==> src/csdm_pkg.sv <==
`default_nettype none

package csdm_pkg;

  // Control population and field widths.
  localparam int CONTROL_COUNT = 70;
  localparam int KNOB_COUNT    = 53;
  localparam int IDX_W         = 7;
  localparam int RAW_W         = 10;
  localparam int VAL_W         = 7;
  localparam int CHAN_W        = 5;

  // Group channel register: ten 4-bit fields, each holding channel minus one.
  localparam int GROUP_COUNT   = 10;
  localparam int GROUP_IDX_W   = 4;
  localparam int CHAN_FIELD_W  = 4;
  localparam int CFG_W         = GROUP_COUNT * CHAN_FIELD_W;
  localparam logic [CFG_W-1:0] CFG_RESET = 40'h98_7654_3210;

  // Scaling and thresholds.
  localparam int FULL_SCALE       = 127;
  localparam int ADC_MAX          = 1023;
  localparam int SWITCH_THRESHOLD = 500;
  localparam int DEADBAND         = 2;
  localparam int PROD_W           = RAW_W + VAL_W;

  // Queue between the front and back parts.
  localparam int QUEUE_DEPTH  = 2;
  localparam int QUEUE_PTR_W  = $clog2(QUEUE_DEPTH);
  localparam int QUEUE_CNT_W  = $clog2(QUEUE_DEPTH + 1);

  // Classified word handed from the front part to the back part.
  typedef struct packed {
    logic [IDX_W-1:0]  idx;
    logic              in_range;
    logic              is_knob;
    logic [VAL_W-1:0]  value;
    logic [CHAN_W-1:0] channel;
  } csdm_item_t;

  // Result word presented on the output.
  typedef struct packed {
    logic [VAL_W-1:0]  control_value;
    logic              value_changed;
    logic [CHAN_W-1:0] channel;
    logic              scan_changed;
    logic              is_knob;
  } csdm_result_t;

  // Fixed assignment of controls to groups.
  function automatic logic [GROUP_IDX_W-1:0] group_of(input logic [IDX_W-1:0] idx);
    logic [GROUP_IDX_W-1:0] grp;
    unique case (idx) inside
      [7'd0:7'd5]:   grp = 4'd0;
      [7'd6:7'd11]:  grp = 4'd1;
      [7'd12:7'd17]: grp = 4'd2;
      [7'd18:7'd23]: grp = 4'd3;
      [7'd24:7'd29]: grp = 4'd4;
      [7'd30:7'd35]: grp = 4'd5;
      [7'd36:7'd41]: grp = 4'd6;
      [7'd42:7'd47]: grp = 4'd7;
      [7'd48:7'd52]: grp = 4'd8;
      [7'd53:7'd69]: grp = 4'd9;
      default:       grp = 4'd0;
    endcase
    return grp;
  endfunction

endpackage

`default_nettype wire

==> src/control_scan_deadband_mapper_unit.sv <==
// An accepted word passes a queue entry, the compare stage register and the
// output register. One word per cycle is sustained without output stalls; the
// store's registered read and a forwarding register for the last write let
// consecutive words follow directly. Reset (synchronous, active high) empties
// the queue and pipeline, restores the default group channels, clears the
// scan flag and marks every stored value unwritten; no clearing pass is needed.
`default_nettype none

module control_scan_deadband_mapper_unit (
  input  wire logic                          clk,
  input  wire logic                          rst,
  input  wire logic                          cfg_write,
  input  wire logic [csdm_pkg::CFG_W-1:0]    cfg_data,
  input  wire logic                          in_valid,
  output logic                               in_ready,
  input  wire logic [csdm_pkg::IDX_W-1:0]    control_index,
  input  wire logic [csdm_pkg::RAW_W-1:0]    raw_sample,
  output logic                               out_valid,
  input  wire logic                          out_ready,
  output logic [csdm_pkg::VAL_W-1:0]         control_value,
  output logic                               value_changed,
  output logic [csdm_pkg::CHAN_W-1:0]        channel,
  output logic                               scan_changed,
  output logic                               is_knob
);

  csdm_pkg::csdm_item_t   front_item;
  csdm_pkg::csdm_item_t   q_item;
  logic                   q_valid;
  logic                   q_ready;
  csdm_pkg::csdm_result_t result;

  // Front part: configuration register, scaling and classification.
  csdm_front u_front (
    .clk           (clk),
    .rst           (rst),
    .cfg_write     (cfg_write),
    .cfg_data      (cfg_data),
    .control_index (control_index),
    .raw_sample    (raw_sample),
    .item          (front_item)
  );

  // Short queue between the two parts.
  csdm_queue u_queue (
    .clk        (clk),
    .rst        (rst),
    .push_valid (in_valid),
    .push_ready (in_ready),
    .push_item  (front_item),
    .pop_valid  (q_valid),
    .pop_ready  (q_ready),
    .pop_item   (q_item)
  );

  // Back part: deadband check against the store and result register.
  csdm_back u_back (
    .clk        (clk),
    .rst        (rst),
    .q_valid    (q_valid),
    .q_ready    (q_ready),
    .q_item     (q_item),
    .out_valid  (out_valid),
    .out_ready  (out_ready),
    .out_result (result)
  );

  assign control_value = result.control_value;
  assign value_changed = result.value_changed;
  assign channel       = result.channel;
  assign scan_changed  = result.scan_changed;
  assign is_knob       = result.is_knob;

endmodule

`default_nettype wire

==> src/csdm_front.sv <==
`default_nettype none

module csdm_front (
  input  wire logic                          clk,
  input  wire logic                          rst,
  input  wire logic                          cfg_write,
  input  wire logic [csdm_pkg::CFG_W-1:0]    cfg_data,
  input  wire logic [csdm_pkg::IDX_W-1:0]    control_index,
  input  wire logic [csdm_pkg::RAW_W-1:0]    raw_sample,
  output csdm_pkg::csdm_item_t               item
);

  logic [csdm_pkg::CFG_W-1:0]       group_channels;
  logic [csdm_pkg::PROD_W-1:0]      prod;
  logic [csdm_pkg::VAL_W-1:0]       quot_lo;
  logic [csdm_pkg::RAW_W:0]         rem;
  logic [csdm_pkg::VAL_W-1:0]       knob_val;
  logic [csdm_pkg::VAL_W-1:0]       switch_val;
  logic [csdm_pkg::GROUP_IDX_W-1:0] grp;
  logic [csdm_pkg::CHAN_FIELD_W-1:0] chan_field;
  logic                             in_range;
  logic                             knob;

  // Group channel register.
  always_ff @(posedge clk) begin
    if (rst) begin
      group_channels <= csdm_pkg::CFG_RESET;
    end else if (cfg_write) begin
      group_channels <= cfg_data;
    end
  end

  // Knob scaling: raw*127 as a shift and subtract, then divide by 1023.
  // The quotient by 1024 plus one correction step gives the exact result,
  // since the remainder estimate stays below twice the divisor.
  always_comb begin
    prod     = {raw_sample, {csdm_pkg::VAL_W{1'b0}}} - {{csdm_pkg::VAL_W{1'b0}}, raw_sample};
    quot_lo  = prod[csdm_pkg::PROD_W-1:csdm_pkg::RAW_W];
    rem      = {1'b0, prod[csdm_pkg::RAW_W-1:0]}
             + {{(csdm_pkg::RAW_W + 1 - csdm_pkg::VAL_W){1'b0}}, quot_lo};
    knob_val = (rem >= (csdm_pkg::RAW_W + 1)'(csdm_pkg::ADC_MAX))
             ? quot_lo + csdm_pkg::VAL_W'(1) : quot_lo;
  end

  // Switch threshold.
  assign switch_val = (raw_sample > csdm_pkg::RAW_W'(csdm_pkg::SWITCH_THRESHOLD))
                    ? csdm_pkg::VAL_W'(csdm_pkg::FULL_SCALE) : '0;

  // Classification and channel lookup.
  assign in_range   = control_index < csdm_pkg::IDX_W'(csdm_pkg::CONTROL_COUNT);
  assign knob       = control_index < csdm_pkg::IDX_W'(csdm_pkg::KNOB_COUNT);
  assign grp        = csdm_pkg::group_of(control_index);
  assign chan_field = group_channels[grp * csdm_pkg::CHAN_FIELD_W +: csdm_pkg::CHAN_FIELD_W];

  // Out-of-range controls carry value 0 and channel 1.
  always_comb begin
    item.idx      = control_index;
    item.in_range = in_range;
    item.is_knob  = in_range && knob;
    if (!in_range) begin
      item.value   = '0;
      item.channel = csdm_pkg::CHAN_W'(1);
    end else begin
      item.value   = knob ? knob_val : switch_val;
      item.channel = {1'b0, chan_field} + csdm_pkg::CHAN_W'(1);
    end
  end

endmodule

`default_nettype wire

==> src/csdm_queue.sv <==
`default_nettype none

module csdm_queue (
  input  wire logic                 clk,
  input  wire logic                 rst,
  input  wire logic                 push_valid,
  output logic                      push_ready,
  input  wire csdm_pkg::csdm_item_t push_item,
  output logic                      pop_valid,
  input  wire logic                 pop_ready,
  output csdm_pkg::csdm_item_t      pop_item
);

  csdm_pkg::csdm_item_t                entries [csdm_pkg::QUEUE_DEPTH];
  logic [csdm_pkg::QUEUE_PTR_W-1:0]    wr_ptr;
  logic [csdm_pkg::QUEUE_PTR_W-1:0]    rd_ptr;
  logic [csdm_pkg::QUEUE_CNT_W-1:0]    count;
  logic                                push;
  logic                                pop;

  assign push_ready = count != csdm_pkg::QUEUE_CNT_W'(csdm_pkg::QUEUE_DEPTH);
  assign pop_valid  = count != '0;
  assign pop_item   = entries[rd_ptr];
  assign push       = push_valid && push_ready;
  assign pop        = pop_valid && pop_ready;

  // Entry storage.
  always_ff @(posedge clk) begin
    if (push) begin
      entries[wr_ptr] <= push_item;
    end
  end

  // Pointers and fill count.
  always_ff @(posedge clk) begin
    if (rst) begin
      wr_ptr <= '0;
      rd_ptr <= '0;
      count  <= '0;
    end else begin
      if (push) begin
        wr_ptr <= wr_ptr + csdm_pkg::QUEUE_PTR_W'(1);
      end
      if (pop) begin
        rd_ptr <= rd_ptr + csdm_pkg::QUEUE_PTR_W'(1);
      end
      if (push && !pop) begin
        count <= count + csdm_pkg::QUEUE_CNT_W'(1);
      end else if (pop && !push) begin
        count <= count - csdm_pkg::QUEUE_CNT_W'(1);
      end
    end
  end

endmodule

`default_nettype wire

==> src/csdm_back.sv <==
`default_nettype none

module csdm_back (
  input  wire logic                 clk,
  input  wire logic                 rst,
  input  wire logic                 q_valid,
  output logic                      q_ready,
  input  wire csdm_pkg::csdm_item_t q_item,
  output logic                      out_valid,
  input  wire logic                 out_ready,
  output csdm_pkg::csdm_result_t    out_result
);

  logic [csdm_pkg::VAL_W-1:0]         store [csdm_pkg::CONTROL_COUNT];
  logic [csdm_pkg::CONTROL_COUNT-1:0] stored_valid;
  logic [csdm_pkg::VAL_W-1:0]         rd_data;

  logic                               s2_valid;
  csdm_pkg::csdm_item_t               s2_item;
  logic                               s2_fire;

  logic                               fwd_valid;
  logic [csdm_pkg::IDX_W-1:0]         fwd_idx;
  logic [csdm_pkg::VAL_W-1:0]         fwd_val;

  logic                               scan_flag;
  logic                               scan_flag_next;
  logic                               prev_known;
  logic [csdm_pkg::VAL_W-1:0]         prev_val;
  logic [csdm_pkg::VAL_W-1:0]         diff;
  logic                               changed;

  csdm_pkg::csdm_result_t             result_next;

  // Pipeline advance: the output register frees the compare stage, which
  // in turn frees the read stage.
  assign s2_fire = s2_valid && (!out_valid || out_ready);
  assign q_ready = !s2_valid || s2_fire;

  // Registered read of the last-reported store as a word enters the compare stage.
  always_ff @(posedge clk) begin
    if (q_valid && q_ready && q_item.in_range) begin
      rd_data <= store[q_item.idx];
    end
  end

  // Store write on a reported change.
  always_ff @(posedge clk) begin
    if (s2_fire && changed) begin
      store[s2_item.idx] <= s2_item.value;
    end
  end

  // Compare stage register.
  always_ff @(posedge clk) begin
    if (rst) begin
      s2_valid <= 1'b0;
    end else if (q_ready) begin
      s2_valid <= q_valid;
    end
  end

  always_ff @(posedge clk) begin
    if (q_valid && q_ready) begin
      s2_item <= q_item;
    end
  end

  // Previous value: a write made on the same edge as the read is forwarded.
  // An entry never written always counts as a change.
  always_comb begin
    prev_known = s2_item.in_range && stored_valid[s2_item.idx];
    prev_val   = (fwd_valid && fwd_idx == s2_item.idx) ? fwd_val : rd_data;
    diff       = (s2_item.value > prev_val) ? s2_item.value - prev_val
                                            : prev_val - s2_item.value;
    changed    = s2_item.in_range
              && (!prev_known || diff >= csdm_pkg::VAL_W'(csdm_pkg::DEADBAND));
  end

  // Scan flag clears at control 0 before that sample is judged.
  always_comb begin
    if (s2_item.in_range && s2_item.idx == '0) begin
      scan_flag_next = changed;
    end else begin
      scan_flag_next = scan_flag || changed;
    end
  end

  always_comb begin
    result_next.control_value = s2_item.value;
    result_next.value_changed = changed;
    result_next.channel       = s2_item.channel;
    result_next.scan_changed  = scan_flag_next;
    result_next.is_knob       = s2_item.is_knob;
  end

  // Valid flags, forwarding register and scan flag.
  always_ff @(posedge clk) begin
    if (rst) begin
      stored_valid <= '0;
      fwd_valid    <= 1'b0;
      scan_flag    <= 1'b0;
    end else if (s2_fire) begin
      scan_flag <= scan_flag_next;
      if (changed) begin
        stored_valid[s2_item.idx] <= 1'b1;
        fwd_valid                 <= 1'b1;
      end
    end
  end

  always_ff @(posedge clk) begin
    if (s2_fire && changed) begin
      fwd_idx <= s2_item.idx;
      fwd_val <= s2_item.value;
    end
  end

  // Output register.
  always_ff @(posedge clk) begin
    if (rst) begin
      out_valid <= 1'b0;
    end else if (s2_fire) begin
      out_valid <= 1'b1;
    end else if (out_ready) begin
      out_valid <= 1'b0;
    end
  end

  always_ff @(posedge clk) begin
    if (s2_fire) begin
      out_result <= result_next;
    end
  end

  // A reported change always leaves the scan flag set.
  a_change_sets_flag: assert property (@(posedge clk) disable iff (rst)
    (s2_fire && changed) |=> scan_flag)
    else $error("scan flag not set after a reported change");

  // A changed word never shows a clear scan flag.
  a_result_flag: assert property (@(posedge clk) disable iff (rst)
    (out_valid && out_result.value_changed) |-> out_result.scan_changed)
    else $error("changed word reported without scan flag");

  // The forwarding register tracks the most recent store write.
  a_fwd_tracks_write: assert property (@(posedge clk) disable iff (rst)
    (s2_fire && changed) |=> (fwd_valid && fwd_idx == $past(s2_item.idx)))
    else $error("forwarding register missed a store write");

  // Reset leaves every entry unwritten and the scan flag clear.
  a_reset_clears: assert property (@(posedge clk)
    rst |=> (stored_valid == '0 && !scan_flag))
    else $error("store flags not cleared by reset");

endmodule

`default_nettype wire

==> config.mk <==
export PLATFORM = sky130hd
export DESIGN_NAME = control_scan_deadband_mapper_unit
export DESIGN_NICKNAME = d
export VERILOG_FILES = /design/src/csdm_pkg.sv /design/src/control_scan_deadband_mapper_unit.sv /design/src/csdm_front.sv /design/src/csdm_queue.sv /design/src/csdm_back.sv
export SDC_FILE = /design/constraint.sdc
export NUM_CORES = 1
export LEC_CHECK = 0
export BUFFER_PORTS_ARGS = -buffer_cell sky130_fd_sc_hd__buf_2
export CAP_MARGIN = 20
export CORE_ASPECT_RATIO = 1.2
export CORE_UTILIZATION = 60
export DETAILED_ROUTE_END_ITERATION = 12
export PLACE_DENSITY = 0.77
export SETUP_SLACK_MARGIN = 0.2
export SKIP_CTS_REPAIR_TIMING = 1
export SYNTH_ARGS = -nofsm -noshare
export SYNTH_HDL_FRONTEND = slang
export SYNTH_SLANG_ARGS = --single-unit
==> constraint.sdc <==
create_clock -name clk -period 10.8 [get_ports clk]
set_clock_uncertainty 0.1 [all_clocks]
set_input_delay 3.24 -clock clk [delete_from_list [all_inputs] [get_ports clk]]
set_output_delay 3.24 -clock clk [all_outputs]
set_load 0.05 [all_outputs]
==> results of run 1 <==
==> registers in the layout, summed over array words and instances (netlist names), named ones only <==
signal,cells
u_back.rd_data,7
u_queue.rd_ptr,1
u_back.fwd_idx,7
u_back.result_next,13
u_back.out_valid,1
u_back.store,490
u_front.group_channels,40
u_back.fwd_val,7
u_back.scan_flag,1
u_back.s2_item,8
u_queue.count,2
u_back.out_result,15
u_back.stored_valid,70
u_back.s2_valid,1
u_queue.wr_ptr,1
u_queue.entries,42
u_back.fwd_valid,1
==> power by group <==
part / total (mW) / internal [mW] / switching [mW]
sequential: 3.45 / 3.37 / 0.0825
clock: 2.28 / 1.29 / 0.987
combinational: 2.37 / 0.638 / 1.73
==> worst max-delay path by stage <==
stage	cells after the start	slack [ns]	startpoint	end
final	18	3.06	raw_sample[8]	u_queue.entries[0][6]
after global routing	19	2.71	raw_sample[8]	u_queue.entries[0][8]
after floorplan	18	3.34	raw_sample[8]	u_queue.entries[0][7]
after detailed placement	18	2.52	raw_sample[8]	u_queue.entries[0][6]
after CTS	19	3.12	raw_sample[8]	u_queue.entries[1][7]
after global placement	19	2.58	raw_sample[8]	u_queue.entries[0][9]
==> cells in the final DEF (no fill, tap or decap), types with 8 or more instances in the layout <==
| cell | instances |
|---|---|
| a211oi_1 | 8 |
| a21oi_1 | 46 |
| a311oi_1 | 77 |
| a31oi_1 | 18 |
| and2_1 | 8 |
| and3_1 | 30 |
| buf_2 | 83 |
| buf_4 | 68 |
| clkbuf_1 | 12 |
| clkbuf_16 | 69 |
| clkinv_1 | 19 |
| clkinv_2 | 8 |
| dfxtp_1 | 119 |
| edfxtp_1 | 589 |
| ha_1 | 27 |
| inv_1 | 104 |
| mux2_2 | 24 |
| mux2i_1 | 68 |
| mux4_2 | 9 |
| nand2_1 | 558 |
| nand3_1 | 265 |
| nand4_1 | 14 |
| nor2_1 | 66 |
| nor2b_1 | 16 |
| nor3_1 | 29 |
| nor4_1 | 48 |
| o21ai_0 | 28 |
| o21ai_1 | 9 |
| o22ai_1 | 8 |
| o311ai_0 | 8 |
| o32ai_1 | 66 |
| or3_1 | 9 |
| xnor2_1 | 31 |
| xor2_1 | 9 |
==> routing by layer <==
metal  vias up  global-route usage (%)
met5         -                       0
met4         0                    11.5
met3       163                    4.55
met2      1100                    48.8
met1     10386                    37.2
li1       9618                       -
==> stage by stage <==
stage                     utilization [%]  setup WS (ns)  instances  hold slack (ns)
after CTS                            67.2           3.12       3314            0.317
after detailed placement             63.0           2.52       3194            0.305
after floorplan                         -           3.34       2571            0.300
after global routing                 67.4           2.71       3324            0.322
final                                67.4           3.06       3324            0.319
after global placement               62.9           2.58       3187            0.302
==> logic make-up after synthesis <==
| logic type | count (synthesis) | synth area share (%) |
|---|---|---|
| multiplexers | 105 | 3.92 |
| flip-flops | 708 | 65.9 |
| AND/OR/NAND/NOR | 1083 | 16.2 |
| AO/OA/AOI/OAI | 323 | 7.98 |
| adder cells (fa/ha/maj) | 30 | 1.31 |
| buffers and inverters | 282 | 3.58 |
| XOR/XNOR | 40 | 1.15 |
==> worst max-delay path: stages <==
cell and delay [ns]:
buf_2 0.16, inv_1 0.09, ha_1 0.36, a21o_1 0.21
a21oi_1 0.34, o21ai_0 0.22, or3_1 0.36, xnor2_1 0.35
ha_1 0.35, nand2_1 0.09, o21ai_0 0.09, a21oi_1 0.22
or4b_2 0.60, o311ai_0 0.19, nor3_1 0.17, a211oi_4 0.50
mux2i_1 0.27, o21ai_1 0.10
==> final cells by class <==
cell class | count | area (um2)
antenna | 1 | 2.50
multi-input combinational | 1581 | 9370
fill | 3574 | 16400
sequential | 708 | 20100
clock buffer | 81 | 1770
timing repair buffer | 163 | 1080
tap | 644 | 806
clock inverter | 39 | 322
inverter | 107 | 408
==> impl_results.md, run 1 <==
* Mapped cell area at 30,500 um2
* Lkg Pwr at 11.7 nW
* Post-synthesis cell count at 2,571
* Reg-to-reg critical path startpoint: u_back.s2_item[14]
* WP data arrival at 7.91 ns
* CTS clk-pin slew, worst paths at 0.06 ns
* Fin nets at 2,720
* Total wire length at 74.2 mm
* Fmax at 0.129 GHz
* Final Cell Area at 33,800 um2
* Placement Cell Area at 31,600 um2
* Pre-Repair DR Iteration Count at 10
* Kind of critical path: input port to flip-flop
* Number of global-route vias before repair at 20,826
* Reg-to-reg endpoint: u_back.store[52][4]
* Final Max Slew Viols at 0
* Final Hold Fails at 0
* Uppermost layer routed: met4
* TritonCTS clock tree: yes
* Largest net degree at the start of global routing at 152
* Initial drt markers at 2,282
* Syn. warnings at 0
* Clock Tree Root: clkbuf_16
* Dominant cell by count in the synthesized netlist: edfxtp_1
* Period utilization at 71.7%
* CTS buffer count at 67
* Core area at 50,200 um2
* Die ar. at 51,700 um2
* Critical path capture point type: flip-flop
* Tmin final at 7.74 ns
* Syn Nets at 2,663
* Worst-skew pair later-pin latency at 0.60 ns
* Outcome: completed
* I/O pin total at 79
* Normalized max-slew margin at 26.2%
* Area grow syn2layout at 11.0%
* RSZ-0062 raised after global routing: false
* R2R setup slack at 4.25 ns
* Clock sink count at 708
* Die height at 249 um
* Commonest cells in the netlist: edfxtp_1 (589), nand2_1 (558), nand3_1 (265)
* Hold depth at 0
* Count of input and output buffers at 78
* Peak VDD IR at 0.141 mV
* R2R cell count at 19
* Gp weighted congestion at 0.882
* Via/cell ratio at 6.40
* Max cap viols at 0
* Slew @ Worst Pin at 1.10 ns
* Via count at 21,267
* Synth cell types at 75
* Fraction of registers with async set or reset after synthesis at 0%
* Post-Route M1 WL at 28.2 mm
* DRC at 0
* Worst-path fanout max at 7
* Post-detail-place hpwl at 44.1 mm
* Setup crit start kind: input port
* Maximum buffer depth of the clock tree at 3
* Met2 wire length at 37.4 mm
* Biggest area consumer among synthesized cells: edfxtp_1
* Met3 WL at 6.29 mm
* Core Rows at 90
* H-tree depth at 3
* Min-Delay Path Class: flip-flop to flip-flop
* Post-synth EDFFs at 589
* Final ANT Viol Nets at 0
* Syn avg cell area at 11.8 um2
* Hold Path Origin: u_back.result_next[5]
* Initial Utilization at 60.7%
* Seq cells post-synth at 708
* Initial antenna violation count at 1
* Pwr Density at 239 nW/um2
* Synth area leaders: edfxtp_1 (58%), dfxtp_1 (7.8%), nand2_1 (6.9%), nand3_1 (4.4%), mux2i_1 (2.4%)
* CP required at 10.97 ns
* Setup_tns at 0 ns
* Global-route wire length before repair at 116 mm
* Final setup viols at 0
* Share of layout cells above drive strength 1 at 11.8%
* Total power at 8.10 mW
* Die Span X at 208 um
* Overall global routing resource usage at 28.7%
* Hold EP: u_back.out_result[5]
* Area share of the largest cell type after synthesis at 58.1%
* Routed len/inst at 22.3 um
* Synth Flop Type: edfxtp_1
* Total gr overflow at 0
* Sequential fraction of the synthesis area at 65.9%
Power figures use the tool's default switching activity.
==> run 2, diff against run 1 <==
--- a/config.mk
+++ b/config.mk
@@ -5,12 +5,13 @@
 export SDC_FILE = /design/constraint.sdc
 export NUM_CORES = 1
 export LEC_CHECK = 0
+export ABC_AREA = 1
 export BUFFER_PORTS_ARGS = -buffer_cell sky130_fd_sc_hd__buf_2
 export CAP_MARGIN = 20
 export CORE_ASPECT_RATIO = 1.2
-export CORE_UTILIZATION = 60
+export CORE_UTILIZATION = 56
 export DETAILED_ROUTE_END_ITERATION = 12
-export PLACE_DENSITY = 0.77
+export PLACE_DENSITY = 0.76
 export SETUP_SLACK_MARGIN = 0.2
 export SKIP_CTS_REPAIR_TIMING = 1
 export SYNTH_ARGS = -nofsm -noshare
==> constraint.sdc (replaced) <==
create_clock -name clk -period 6.5 [get_ports clk]
set_clock_uncertainty 0.1 [all_clocks]
set_input_delay 1.95 -clock clk [delete_from_list [all_inputs] [get_ports clk]]
set_output_delay 1.95 -clock clk [all_outputs]
set_load 0.05 [all_outputs]
==> impl_results.md, run 2 <==
* Hold EP: u_back.out_result[5]
* Most common cell after layout, fill and taps aside: edfxtp_1
* Max reg flops at 490
* Die Span X at 215 um
* Die ar. at 55,500 um2
* Initial antenna violation count at 0
* Initial Utilization at 56.9%
* H-tree depth at 3
* Fin nets at 3,004
* Core Rows at 93
* Total power at 14.6 mW
* Pwr Density at 434 nW/um2
* Core area at 53,800 um2
* Pre-Repair DR Iteration Count at 5
* Synth area leaders: edfxtp_1 (58%), dfxtp_1 (7.8%), nor2_1 (6.4%), o21ai_0 (5.3%), nand2_1 (3.9%)
* Area grow syn2layout at 10.1%
* Synth cell types at 47
* Area share of the largest cell type after synthesis at 57.9%
* Most frequent cells in the layout: edfxtp_1 (589), nor2_1 (518), o21ai_0 (318), nand2_1 (316), inv_1 (184)
* Dominant cell by count in the synthesized netlist: edfxtp_1
* Kind of critical path: flip-flop to flip-flop
* # fillers at 4,142
* Synth Flop Type: edfxtp_1
* Largest net degree at the start of global routing at 94
* Gate power share at 33.5%
* Via/cell ratio at 6.04
* Syn Nets at 2,988
* R2R setup slack at 0.44 ns
* Clock Power Share at 25.5%
* Hold depth at 0
* Routed len/inst at 20.9 um
* Largest registers: u_back.store (490), u_back.stored_valid (70), u_queue.entries (42)
* CTS buffer count at 66
* Largest Register: u_back.store
* Post-detail-place hpwl at 47.3 mm
* Overall global routing resource usage at 27.5%
* Reg-to-reg endpoint: u_back.store[63][5]
* Initial drt markers at 2,154
* Number of global-route vias before repair at 21,850
* Outcome: completed
* Min-Delay Path Class: flip-flop to flip-flop
* Reg-to-reg critical path startpoint: u_back.s2_item[14]
* Normalized max-slew margin at 28.7%
* Total gr overflow at 0
* Worst-skew pair later-pin latency at 0.61 ns
* Max cap viols at 0
* Setup crit start kind: flip-flop
* Utilization after layout at 62.6%
* Final ANT Viol Nets at 0
* Fmax at 0.165 GHz
* WP data arrival at 6.22 ns
* CTS clk-pin slew, worst paths at 0.06 ns
* Reg power frac at 41.0%
* Die height at 258 um
* Clock Tree Root: clkbuf_16
* Share of layout cells above drive strength 1 at 8.41%
* R2R cell count at 22
* RSZ-0062 raised after global routing: true
* Tmin final at 6.06 ns
* Syn. warnings at 0
* Mapped cell area at 30,600 um2
* Hold Path Origin: u_back.result_next[5]
* Total wire length at 76.8 mm
* Post-synthesis cell count at 2,896
* P_int at 9.05 mW
* I/O pin total at 79
* Critical path capture point type: flip-flop
* Psw at 5.54 mW
* Sequential fraction of the synthesis area at 65.7%
* DRC at 0
* Final Max Slew Viols at 0
* Maximum buffer depth of the clock tree at 3
* Biggest area consumer among synthesized cells: edfxtp_1
* Final Hold Fails at 0
* TritonCTS clock tree: yes
* Syn avg cell area at 10.6 um2
* Global-route wire length before repair at 119 mm
* Setup_tns at 0 ns
* Fraction of registers with async set or reset after synthesis at 0%
* Gp weighted congestion at 0.905
* Final setup viols at 0
* Via count at 22,191
* ANT cells at 0
* Sw frac at 38.0%
* Slew @ Worst Pin at 1.07 ns
* Post-synth EDFFs at 589
* Clock sink count at 708
* Period utilization at 93.2%
* Worst-path fanout max at 28
* Peak VDD IR at 0.413 mV
* Commonest cells in the netlist: edfxtp_1 (589), nor2_1 (520), o21ai_0 (321)
* Count of input and output buffers at 78
* Lkg Pwr at 11.8 nW
* CP required at 6.66 ns
* Seq cells post-synth at 708
==> run 2: worst max path at each step <==
stage / start / end / slack [ns] / depth (start not counted)
floorplan: raw_sample[8] / u_queue.entries[0][10] / 1.18 / 26
global placement: raw_sample[8] / u_queue.entries[0][10] / 0.64 / 27
detailed placement: u_back.s2_item[14] / u_back.store[21][4] / 0.49 / 22
CTS: u_back.s2_item[14] / u_back.store[61][2] / 0.45 / 22
global route: u_back.s2_item[15] / u_back.store[31][2] / 0.17 / 24
finish: u_back.s2_item[14] / u_back.store[63][5] / 0.44 / 22
==> run 2: cell type report <==
type / instances / area (um2) / share of cell area (%)
multi-input cells: 1819 / 9110 / 27.1
clock inverters: 37 / 289 / 0.859
flip-flops and latches: 708 / 20100 / 59.6
inverters: 199 / 754 / 2.24
repair buffers: 118 / 783 / 2.33
clock buffers: 81 / 1750 / 5.20
well taps: 712 / 891 / 2.65
==> run 2: power by group through the flow <==
| stage | logic [mW] | clock network [mW] | registers (mW) |
|---|---|---|---|
| 6_report | 4.89 | 3.71 | 5.99 |
| 5_1_grt | 5.30 | 3.90 | 6.01 |
| 4_1_cts | 4.81 | 3.74 | 5.99 |
| 3_5_place_dp | 4.77 | 0 | 6.08 |
| 3_3_place_gp | 4.64 | 0 | 6.06 |
| 2_1_floorplan | 2.87 | 0 | 6.31 |
==> run 2: worst max-delay path, cell delays in order (launching register included) <==
cell and delay (ns):
edfxtp_1 0.53, xor2_1 0.22, nor3_1 0.22, nand2_1 0.23, inv_1 0.21, nand2_1 0.07, nand2_1 0.10, inv_1 0.07
ha_1 0.22, fa_1 0.45, o21ai_0 0.29, a21oi_1 0.13, xor2_1 0.15, nand2_1 0.06, nand2_1 0.06, nand3_1 0.07
nor2_1 0.20, a21oi_4 0.09, nand2_2 0.08, buf_4 0.32, clkinv_1 0.69, nand2_1 0.80, nor2_1 0.32
==> run 2: per-stage QoR <==
step / cells / setup WS, ns / hold slack [ns] / cell area [um2]
floorplan: 2896 / 1.18 / 0.300 / 30600
global placement: 3552 / 0.636 / 0.309 / 31500
detailed placement: 3553 / 0.487 / 0.312 / 31500
CTS: 3671 / 0.454 / 0.327 / 33600
global route: 3674 / 0.172 / 0.331 / 33600
finish: 3674 / 0.441 / 0.323 / 33600
==> run 2: cells by family (layout without fill, tap and decap cells) <==
group | Yosys count | count (layout) | share of synthesized area (%)
flops | 708 | 708 | 65.7
xor+xnor | 27 | 27 | 0.774
fa+ha+maj | 30 | 30 | 1.30
buf+inv | 369 | 435 | 4.72
mux | 1 | 1 | 0.0327
compound gates | 696 | 696 | 13.3
simple gates | 1065 | 1065 | 14.3
==> run 2: routing by layer <==
layer | routed length, um | vias to the layer above | track usage, %
met4 | 3630 | 0 | 14.2
met3 | 6020 | 192 | 3.80
met5 | 0 | - | 0
met2 | 38100 | 1061 | 46.9
met1 | 29000 | 10690 | 34.4
li1 | - | 10248 | -
